$ cat src/rtl/ring_queue_with_address_match_core_assert.svh
// Assertion macros for the ring queue with address match.
// Used by rqam_store; expects clk and arst_n in the including scope.
`ifndef RING_QUEUE_WITH_ADDRESS_MATCH_CORE_ASSERT_SVH
`define RING_QUEUE_WITH_ADDRESS_MATCH_CORE_ASSERT_SVH

// same-cycle implication
`define RQAM_ASSERT_SAME(lbl, ante, cons) \
	lbl: assert property (@(posedge clk) disable iff (!arst_n) (ante) |-> (cons)) \
		else $error("rqam: same-cycle check failed");

// next-cycle implication
`define RQAM_ASSERT_NEXT(lbl, ante, cons) \
	lbl: assert property (@(posedge clk) disable iff (!arst_n) (ante) |=> (cons)) \
		else $error("rqam: next-cycle check failed");

`endif

$ cat src/rtl/rqam_pkg.sv
// Shared types and constants for the ring queue with address match.
// No dependencies; imported by every rqam module and the core.
package rqam_pkg;

	localparam int DEPTH  = 16;
	localparam int IDX_W  = $clog2(DEPTH);
	localparam int CNT_W  = $clog2(DEPTH + 1);
	localparam int ADDR_W = 64;
	localparam int SID_W  = 16;
	localparam int OWN_W  = 4;

	typedef logic [ADDR_W-1:0] addr_t;
	typedef logic [SID_W-1:0]  sid_t;
	typedef logic [OWN_W-1:0]  own_t;
	typedef logic [IDX_W-1:0]  idx_t;
	typedef logic [CNT_W-1:0]  cnt_t;

	typedef enum logic [1:0] {
		OP_CHECK  = 2'd0,
		OP_ADD    = 2'd1,
		OP_REMOVE = 2'd2
	} op_t;

	typedef struct packed {
		op_t   op;
		addr_t line_addr;
		addr_t byte_addr;
		sid_t  sid;
		own_t  own;
	} req_t;

	// search outcome: first match from head
	typedef struct packed {
		logic found;
		idx_t idx;
	} srch_t;

	// per-item status from the store
	typedef struct packed {
		logic err;
		logic merge;
		cnt_t count;
	} stat_t;

	function automatic idx_t ring_next(input idx_t p);
		ring_next = (p == idx_t'(DEPTH - 1)) ? '0 : idx_t'(p + 1'b1);
	endfunction

endpackage

$ cat src/rtl/rqam_search.sv
// Associative lookup: parallel comparators plus a circular priority pick.
// Depends on rqam_pkg.
module rqam_search
	import rqam_pkg::*;
(
	input  req_t  req,
	input  logic  line_mode,
	input  addr_t slot_line [DEPTH],
	input  addr_t slot_byte [DEPTH],
	input  sid_t  slot_sid  [DEPTH],
	input  idx_t  head,
	input  cnt_t  count,
	output srch_t srch
);

	logic [DEPTH-1:0] match;
	logic [DEPTH-1:0] rot;
	logic [DEPTH-1:0] first;
	idx_t             off;

	// one comparator per slot, qualified by occupancy
	always_comb begin
		for (int i = 0; i < DEPTH; i++) begin
			match[i] = ({1'b0, idx_t'(idx_t'(i) - head)} < count) &&
				(line_mode ? ((slot_line[i] == req.line_addr) && (slot_sid[i] == req.sid))
				           : (slot_byte[i] == req.byte_addr));
		end
	end

	// rotate so bit 0 is the oldest entry, isolate lowest set bit, encode
	always_comb begin
		for (int k = 0; k < DEPTH; k++) begin
			rot[k] = match[idx_t'(idx_t'(k) + head)];
		end
		first = rot & (~rot + 1'b1);
		off   = '0;
		for (int k = 0; k < DEPTH; k++) begin
			if (first[k]) begin
				off = off | idx_t'(k);
			end
		end
		srch.found = |rot;
		srch.idx   = idx_t'(head + off);
	end

endmodule

$ cat src/rtl/rqam_store.sv
// Slot storage, merged marks, head/tail pointers and occupancy count.
// Depends on rqam_pkg and the assertion macro header.
`include "ring_queue_with_address_match_core_assert.svh"
module rqam_store
	import rqam_pkg::*;
(
	input  logic  clk,
	input  logic  arst_n,
	input  logic  vld,
	input  req_t  req,
	input  logic  line_mode,
	input  srch_t srch,
	output addr_t slot_line [DEPTH],
	output addr_t slot_byte [DEPTH],
	output sid_t  slot_sid  [DEPTH],
	output idx_t  head_q,
	output cnt_t  count_q,
	output stat_t stat
);

	own_t             own_q [DEPTH];
	logic [DEPTH-1:0] merged_q;
	idx_t             tail_q;
	logic             full;
	logic             empty;
	logic             do_add;
	logic             do_rem;
	logic             do_merge;
	logic             err;
	cnt_t             count_d;

	always_comb begin
		full     = (count_q == cnt_t'(DEPTH));
		empty    = (count_q == '0);
		do_add   = 1'b0;
		do_rem   = 1'b0;
		do_merge = 1'b0;
		err      = 1'b0;
		if (vld) begin
			case (req.op)
				OP_CHECK: begin
					do_merge = line_mode && srch.found && (own_q[srch.idx] != req.own);
				end
				OP_ADD: begin
					do_add = !full;
					err    = full;
				end
				OP_REMOVE: begin
					do_rem = !empty;
					err    = empty;
				end
				default: begin
				end
			endcase
		end
		count_d = count_q;
		if (do_add) begin
			count_d = cnt_t'(count_q + 1'b1);
		end else if (do_rem) begin
			count_d = cnt_t'(count_q - 1'b1);
		end
		stat.err   = err;
		stat.merge = do_merge;
		stat.count = count_d;
	end

	always_ff @(posedge clk or negedge arst_n) begin
		if (!arst_n) begin
			head_q   <= '0;
			tail_q   <= '0;
			count_q  <= '0;
			merged_q <= '0;
		end else begin
			count_q <= count_d;
			if (do_add) begin
				tail_q           <= ring_next(tail_q);
				merged_q[tail_q] <= 1'b0;
			end
			if (do_rem) begin
				head_q           <= ring_next(head_q);
				merged_q[head_q] <= 1'b0;
			end
			if (do_merge) begin
				merged_q[srch.idx] <= 1'b1;
			end
		end
	end

	// payload: written at tail, no reset
	always_ff @(posedge clk) begin
		if (do_add) begin
			slot_line[tail_q] <= req.line_addr;
			slot_byte[tail_q] <= req.byte_addr;
			slot_sid[tail_q]  <= req.sid;
			own_q[tail_q]     <= req.own;
		end
	end

	`RQAM_ASSERT_SAME(a_count_range, 1'b1, count_q <= cnt_t'(DEPTH))
	`RQAM_ASSERT_SAME(a_ring_consistent, 1'b1, tail_q == idx_t'(head_q + count_q[IDX_W-1:0]))
	`RQAM_ASSERT_NEXT(a_merge_marked, do_merge, merged_q[$past(srch.idx)])
	`RQAM_ASSERT_SAME(a_err_no_change, err, !do_add && !do_rem && !do_merge)

endmodule

$ cat src/rtl/ring_queue_with_address_match_core.sv
// Top level of the ring queue with address match: input and result registers,
// match-mode register, lookup and storage. Depends on rqam_pkg, rqam_search, rqam_store.
//
// channel   direction  handshake                     payload
// request   in         start (taken when !busy)      mode, line_address, byte_address,
//                                                    space_id, owner
// result    out        done (one-cycle strobe)       hit, hit_index, cross_owner_merge,
//                                                    fill_count, op_error
// config    in         cfg_wr_en                     cfg_wr_data (match mode)
//
// One item per cycle: busy is never raised, a transfer may follow every cycle.
// Each item passes the request register, then one pass of compare / priority pick / update
// into the result register. Queue state is updated at the same edge as the result register,
// so the next request already sees it. Reset clears pointers, count, merged marks and sets
// line-address matching. The receiver cannot stall; each result is shown once.
module ring_queue_with_address_match_core
	import rqam_pkg::*;
(
	input  logic              clk,
	input  logic              arst_n,
	input  logic              start,
	output logic              busy,
	input  logic [1:0]        mode,
	input  addr_t             line_address,
	input  addr_t             byte_address,
	input  sid_t              space_id,
	input  own_t              owner,
	input  logic              cfg_wr_en,
	input  logic              cfg_wr_data,
	output logic              done,
	output logic              hit,
	output idx_t              hit_index,
	output logic              cross_owner_merge,
	output cnt_t              fill_count,
	output logic              op_error
);

	// request stage
	logic  vld_s1;
	req_t  req_s1;

	// config: 1 = line address + space id, 0 = byte address
	logic  line_mode_q;

	addr_t slot_line [DEPTH];
	addr_t slot_byte [DEPTH];
	sid_t  slot_sid  [DEPTH];
	idx_t  head;
	cnt_t  count;
	srch_t srch;
	stat_t stat;
	logic  is_check;

	// fully pipelined; never holds off a request
	assign busy = 1'b0;

	always_ff @(posedge clk or negedge arst_n) begin
		if (!arst_n) begin
			line_mode_q <= 1'b1;
		end else if (cfg_wr_en) begin
			line_mode_q <= cfg_wr_data;
		end
	end

	always_ff @(posedge clk or negedge arst_n) begin
		if (!arst_n) begin
			vld_s1 <= 1'b0;
		end else begin
			vld_s1 <= start && !busy;
		end
	end

	always_ff @(posedge clk) begin
		if (start && !busy) begin
			req_s1.op        <= op_t'(mode);
			req_s1.line_addr <= line_address;
			req_s1.byte_addr <= byte_address;
			req_s1.sid       <= space_id;
			req_s1.own       <= owner;
		end
	end

	rqam_search u_search (
		.req       (req_s1),
		.line_mode (line_mode_q),
		.slot_line (slot_line),
		.slot_byte (slot_byte),
		.slot_sid  (slot_sid),
		.head      (head),
		.count     (count),
		.srch      (srch)
	);

	rqam_store u_store (
		.clk       (clk),
		.arst_n    (arst_n),
		.vld       (vld_s1),
		.req       (req_s1),
		.line_mode (line_mode_q),
		.srch      (srch),
		.slot_line (slot_line),
		.slot_byte (slot_byte),
		.slot_sid  (slot_sid),
		.head_q    (head),
		.count_q   (count),
		.stat      (stat)
	);

	// hit fields only mean something for a check
	assign is_check = (req_s1.op == OP_CHECK);

	always_ff @(posedge clk or negedge arst_n) begin
		if (!arst_n) begin
			done <= 1'b0;
		end else begin
			done <= vld_s1;
		end
	end

	// result register: payload, no reset
	always_ff @(posedge clk) begin
		if (vld_s1) begin
			hit               <= is_check && srch.found;
			hit_index         <= (is_check && srch.found) ? srch.idx : '0;
			cross_owner_merge <= stat.merge;
			fill_count        <= stat.count;
			op_error          <= stat.err;
		end
	end

endmodule

$ cat config.mk
export PLATFORM = sky130hd
export DESIGN_NAME = ring_queue_with_address_match_core
export DESIGN_NICKNAME = d
export VERILOG_FILES = /design/src/rtl/rqam_pkg.sv /design/src/rtl/rqam_search.sv /design/src/rtl/rqam_store.sv /design/src/rtl/ring_queue_with_address_match_core.sv
export VERILOG_INCLUDE_DIRS = /design/src /design/src/rtl
export SDC_FILE = /design/constraint.sdc
export NUM_CORES = 2
export LEC_CHECK = 0
export BUFFER_PORTS_ARGS = -buffer_cell sky130_fd_sc_hd__buf_4
export CORE_UTILIZATION = 51
export DETAILED_ROUTE_END_ITERATION = 10
export PLACE_DENSITY = 0.74
export SYNTH_ARGS = -nofsm -noshare
export SYNTH_HDL_FRONTEND = slang
export SYNTH_HIERARCHICAL = 1
export SYNTH_SLANG_ARGS = --single-unit
$ cat constraint.sdc
create_clock -name clk -period 15.8 [get_ports clk]
set_input_delay 0.79 -clock clk [delete_from_list [all_inputs] [get_ports clk]]
set_output_delay 0.79 -clock clk [all_outputs]
set_load 0.01 [all_outputs]
**Word level (Yosys, flattened, before mapping)**

Memory sizes are Yosys's and may differ from the RTL's.
Index checks and enable logic that the tools add are counted.

- Output and inout bits: 14
- Word-level logic and storage cells: 314
- Memory bits (writable): 64
- Input bits: 155
- Flip-flop bits (word level): 2482
- Memories kept: 1

- Multiplexer cells: 81
- Bitwise logic cells: 3
- Add/sub/neg operators: 36
- Reduce and logical (&&, ||, !) cells: 41
- Magnitude comparators: 34
- Equality and inequality tests: 54

Memory list:

| memory | depth | bits a word | rd ports | clocked after memory_dff | write ports | RTL line | RTL |
|---|---|---|---|---|---|---|---|
| u_store.own_q | 16 | 4 | 1 | 0 | 1 | rqam_store.sv:21 | `own_t own_q [DEPTH];` |

Operators with widths:

| operator | count |
|---|---|
| $bwmux W1024 | 2 |
| $eq A64 B64 Y1 | 32 |
| $bwmux W256 | 1 |
| $demux W64 S4 | 1 |
| $eq A16 B16 Y1 | 16 |
| $lt A4 B5 Y1 | 16 |
| $lt A4 B5 Y1 const B | 16 |
| $bmux W1 S4 | 16 |
| $demux W16 S4 | 1 |
| $mux W64 | 1 |
| $mux W4 | 10 |
| $mux W1 | 39 |
| $logic_and A1 B1 Y1 | 36 |
| $add A4 B4 Y4 const A | 8 |
| $sub A4 B4 Y4 const A | 8 |
| $add A16 B1 Y16 const B | 1 |
| $add A3 B4 Y4 const A | 4 |
| $and A16 B16 Y16 | 1 |
| $mux W16 | 1 |
| $not A16 Y16 | 1 |
| $reduce_or A16 Y1 | 1 |
| $sub A3 B4 Y4 const A | 4 |
| $mux W3 | 4 |
| $mux W5 | 2 |
| 20 further kinds | 27 |

**Logic depth before layout (Yosys ltp)**

An unclocked memory read counts as a cell.

- Depth in word-level cells: 28
- Gate-level depth with buffers: 28
- Gate-level depth less buffers: 25

**Hierarchy**

The synthesis kept the hierarchy.

By module, submodules not included:

| module | area an instance (um^2) | instances | cells an instance |
|---|---|---|---|
| rqam_store | 72599.6 | 1 | 2506 |
| rqam_search | 29495.8 | 1 | 3709 |
| ring_queue_with_address_match_core | 5024.8 | 1 | 173 |

**Worst setup path before layout**

OpenSTA, ideal clock, no wires.

- Path kind: flip-flop to flip-flop
- From: reg u_store.count_q[0]
- To: mem u_store/own_q[1][0] in the netlist's numbering (enable)
- Period minus slack after synthesis: 12.391 ns
- Required time: 14.964 ns
- Arrival: 11.554 ns
- Stages on the path, launching flop included: 8
- Slack: 3.409 ns
- Cell sequence: dfrtp_1 inv_1 ha_1 nor3b_1 a21oi_1 clkbuf_1 nand2_1 nor3_1

- Word-level cells in the longest chain between the ends: 6

RTL lines:

| what | RTL line | RTL |
|---|---|---|
| start, declared | rqam_store.sv:17 | `output cnt_t count_q,` |
| start signal, assigned | rqam_store.sv:74 | `count_q <= count_d;` |
| $eq A5 B5 Y1 | rqam_store.sv:33 | `full = (count_q == cnt_t'(DEPTH));` |
| $logic_not A1 Y1 | rqam_store.sv:45 | `do_add = !full;` |
| $mux W1 | rqam_store.sv:40 | `case (req.op)` |
| $mux W1 | rqam_store.sv:39 | `if (vld) begin` |
| $mux W1 | rqam_store.sv:91 | `if (do_add) begin` |
| $mux W1 (not written as such) | rqam_store.sv:95 | `own_q[tail_q] <= req.own;` |
| end, declared | rqam_store.sv:21 |  |

No other way between the ends.

==> results.md <==
* Cells after Synth at 6388
* Finished Layout Cells at 9775
* Min Tclk post-route at 8810 ps
* Number of port buffers at 167
* Setup Skew at 77.6 ps
* Post-DP Area at 112000 sq um
* Relative slew margins at -0.0632
* Max-cap violations at 1
* Fraction of layout cells with a size suffix above 1 at 0.119
* Hold Vio Cnt, Final at 0
* Pwr/cell area at 131 nW/um^2
* Fmax at 113 MHz
* Simple-Gate Fraction of Synth Area at 0.0523
* Sequential cell area at 76400 sq um
* Clk buf depth at 4
* Initial antenna violation count at 12
* Most frequently used flop master after synthesis: edfxtp_1
* Final Power at 15800 uW
* Synthesized area per cell at 16.8 sq um
* Vias in the first global route at 55297
* Hold Crit Start: byte_address[6]
* Leading cell type in the layout, fill and taps excluded: edfxtp_1
* Placed cells at 9268
* Tightest Hold Check Type: in2reg
* Hold Path Cell Cnt at 1
* Max Slew Vio Count at 84
* GRT Overall Usage at 0.258
* CP Data Required Time at 16430 ps
* First-pass GRT wire length at 393000 um
* Commonest non-fill, non-tap cells in the layout: edfxtp_1 (2530), xor2_1 (1400), xnor2_1 (928)
* Drc violations at 0
* Syn-to-layout area delta at 12.7%
* IO Count at 169
* Met1 WL at 111000 um
* XOR/XNOR Fraction of Synth Area at 0.191
* Clk slew on worst S/H paths at 60 ps
* Syn_nets at 6593
* Worst-Margin Slew at 1590 ps
* Post-CTS setup buffers at 0
* Status: finished, violations left
* Post-DP HPWL at 164000 um
* Multi-input logic area at 28900 sq um
* Seq cells post-synth at 2546
* Maximum VDD drop at 0.000122 V
* TritonCTS clock tree: done
* Vias at 56686
* CP endpoint kind: register
* Routed vias/inst at 5.80
* DIE HEIGHT at 460 um
* Max layer used: met5
* Iter 0 DRT Violations at 6862
* Yosys cell types at 59
* Asr flop ratio synth at 0.00628
* Largest net degree at the start of global routing at 146
* Hold path endpoint: req_s1[26]
* Root Buffer: clkbuf_16
* Dominant cell type by area after synthesis: edfxtp_1
* Sequential area share after synthesis at 0.713
* WS Path Type: reg2reg
* Largest family of logic cells by synthesized area: XOR/XNOR gates
* Post-Synth Adder-Cell Area at 0.00591
* Number of synthesized flops with an enable pin at 2530
* Post-route cell area at 121000 sq um
* Width of the die at 460 um
* Worst Path Max Fanout at 24
* Critical path data arrival time at 9440 ps
* Post-synthesis instance area at 107000 sq um
* Share of synthesized area spent on multiplexers at 0.0101
* Leakage dissipation at 0.0391 uW
* Placer Congestion at 0.896
* R2r setup slk at 6990 ps
* CTS Sinks at 2546
* Filler cell count at 15198
* Routed WL at 275000 um
* Worst r2r src: req_s1[93]
* Clk_lat worst skew at 930 ps
* Antenna Nets Post-Route at 0
* Synth top area share at 0.709
* Ys Warns at 6
* Reg2reg end: cross_owner_merge
* Setup_tns at 0 ps
* RSZ-0062 raised after global routing: false
* Wire length on met2 at 129000 um
* Final setup viols at 0
* Detailed-route wire length per cell at 28.1 um
* Worst reg2reg path depth at 21
* Period utilization at 0.558
* Violated checks: max-capacitance violations, max-slew violations
* Final net count at 6998
* Met3 WL post-DR at 23600 um
* Die area at 212000 sq um
* Hold WS at 59.4 ps
* DR pass1 iterations at 9
* Post-synthesis compound-gate area fraction at 0.00917
* Grt ovf at 0
* Core area at 208000 sq um
* Initial core utilization at 0.515
* CTS H-tree lvls at 5
* Site Rows at 167
* CTS Buf Count at 278
* Critical Path Start Type: register
* Synth top area cells: edfxtp_1 (71%), xor2_1 (11%), xnor2_1 (7.6%)
[metrics by stage]
| stage | worst slack [ps] | utilization |
|---|---|---|
| finish | 6990 | 0.581 |
| floorplan | 3410 | - |
| detailed placement | 6810 | 0.538 |
| global placement | 7010 | 0.538 |
| CTS | 6790 | 0.581 |
| global route | 6610 | 0.581 |
[metal layers]
metal / track usage / up-vias
met2: 0.411 / 2757
li1: - / 24472
met1: 0.359 / 28971
met4: 0.0934 / 2
met5: 0 / -
met3: 0.0413 / 484
[critical path: stages, from the launching register on]
cell and delay [ps]:
edfxtp_1 330, buf_4 230, buf_4 390, xor2_1 140, nor4_1 430, nand4_1 440
nor4_1 1220, nand4_1 450, a21o_1 280, mux4_2 500, mux4_2 530, nand4_2 120
nor2_1 90, a22oi_1 140, o31ai_1 100, ha_1 220, fa_1 1100, mux4_1 660
mux4_2 490, xor2_1 160, nor4_1 380, nor2_1 80
[how the worst max path moves through the flow]
stage          slack [ps]               start                  end  cells after the start
2_1_floorplan        3410  u_store/count_q[0]  u_store/own_q[1][0]                      7
3_3_place_gp         7010          req_s1[16]    cross_owner_merge                     21
3_5_place_dp         6810         req_s1[145]    cross_owner_merge                     21
4_1_cts              6790         req_s1[145]    cross_owner_merge                     21
5_1_grt              6610         req_s1[121]    cross_owner_merge                     20
6_report             6990          req_s1[93]    cross_owner_merge                     21
[sequential cells by signal, summed over array words and instances, names as in the netlist, 5 cells and up]
name and count:
req_s1 150, u_store/own_q 64, u_store/slot_sid 256, fill_count 5
u_store/slot_byte 1024, u_store/slot_line 1024, u_store/count_q 5
[power breakdown]
group	total, uW	switching (uW)	leakage [uW]	internal [uW]
Combinational	1910	1280	0.0119	629
Sequential	7770	100	0.0231	7670
Clock	6150	2530	0.00415	3620
[what timing repair did]
action / in CTS / in global routing
hold endpoints to repair: 47 / 0
gates resized for setup: 0 / 0
hold buffers: 32 / 0
[Yosys cell counts, drive strengths merged, types with 4 or more instances]
cell type / instances
a21o: 27
a211o: 16
and4bb: 4
o22ai: 4
clkbuf: 30
nand3: 24
nor4: 409
edfxtp: 2530
xnor2: 930
nor3: 24
nand2b: 6
mux4: 38
xor2: 1400
mux2i: 11
or4: 17
a21oi: 44
o21ai: 6
a2111oi: 4
nand2: 47
and4: 5
inv: 29
dfrtp: 15
buf: 280
nand4: 327
mux2: 5
a211oi: 28
ha: 49
nor2: 50
[cells by family (layout without fill, tap and decap cells)]
family          Yosys count  after routing
fa+ha+maj                50             50
flops                  2546           2546
compound gates          143            143
simple gates            924            924
xor+xnor               2330           2330
buf+inv                 340            935
other cells               1              5
mux                      54             54
[area by class of cell]
cell class	count	area share
inverters	30	0.000933
multi-input cells	3502	0.239
well taps	2788	0.0289
repair buffers	435	0.0283
flip-flops and latches	2546	0.633
clock buffers	334	0.0611
diodes	4	0.0000829
clock inverters	136	0.00928
Note: power is estimated with default switching activity, not from simulation.
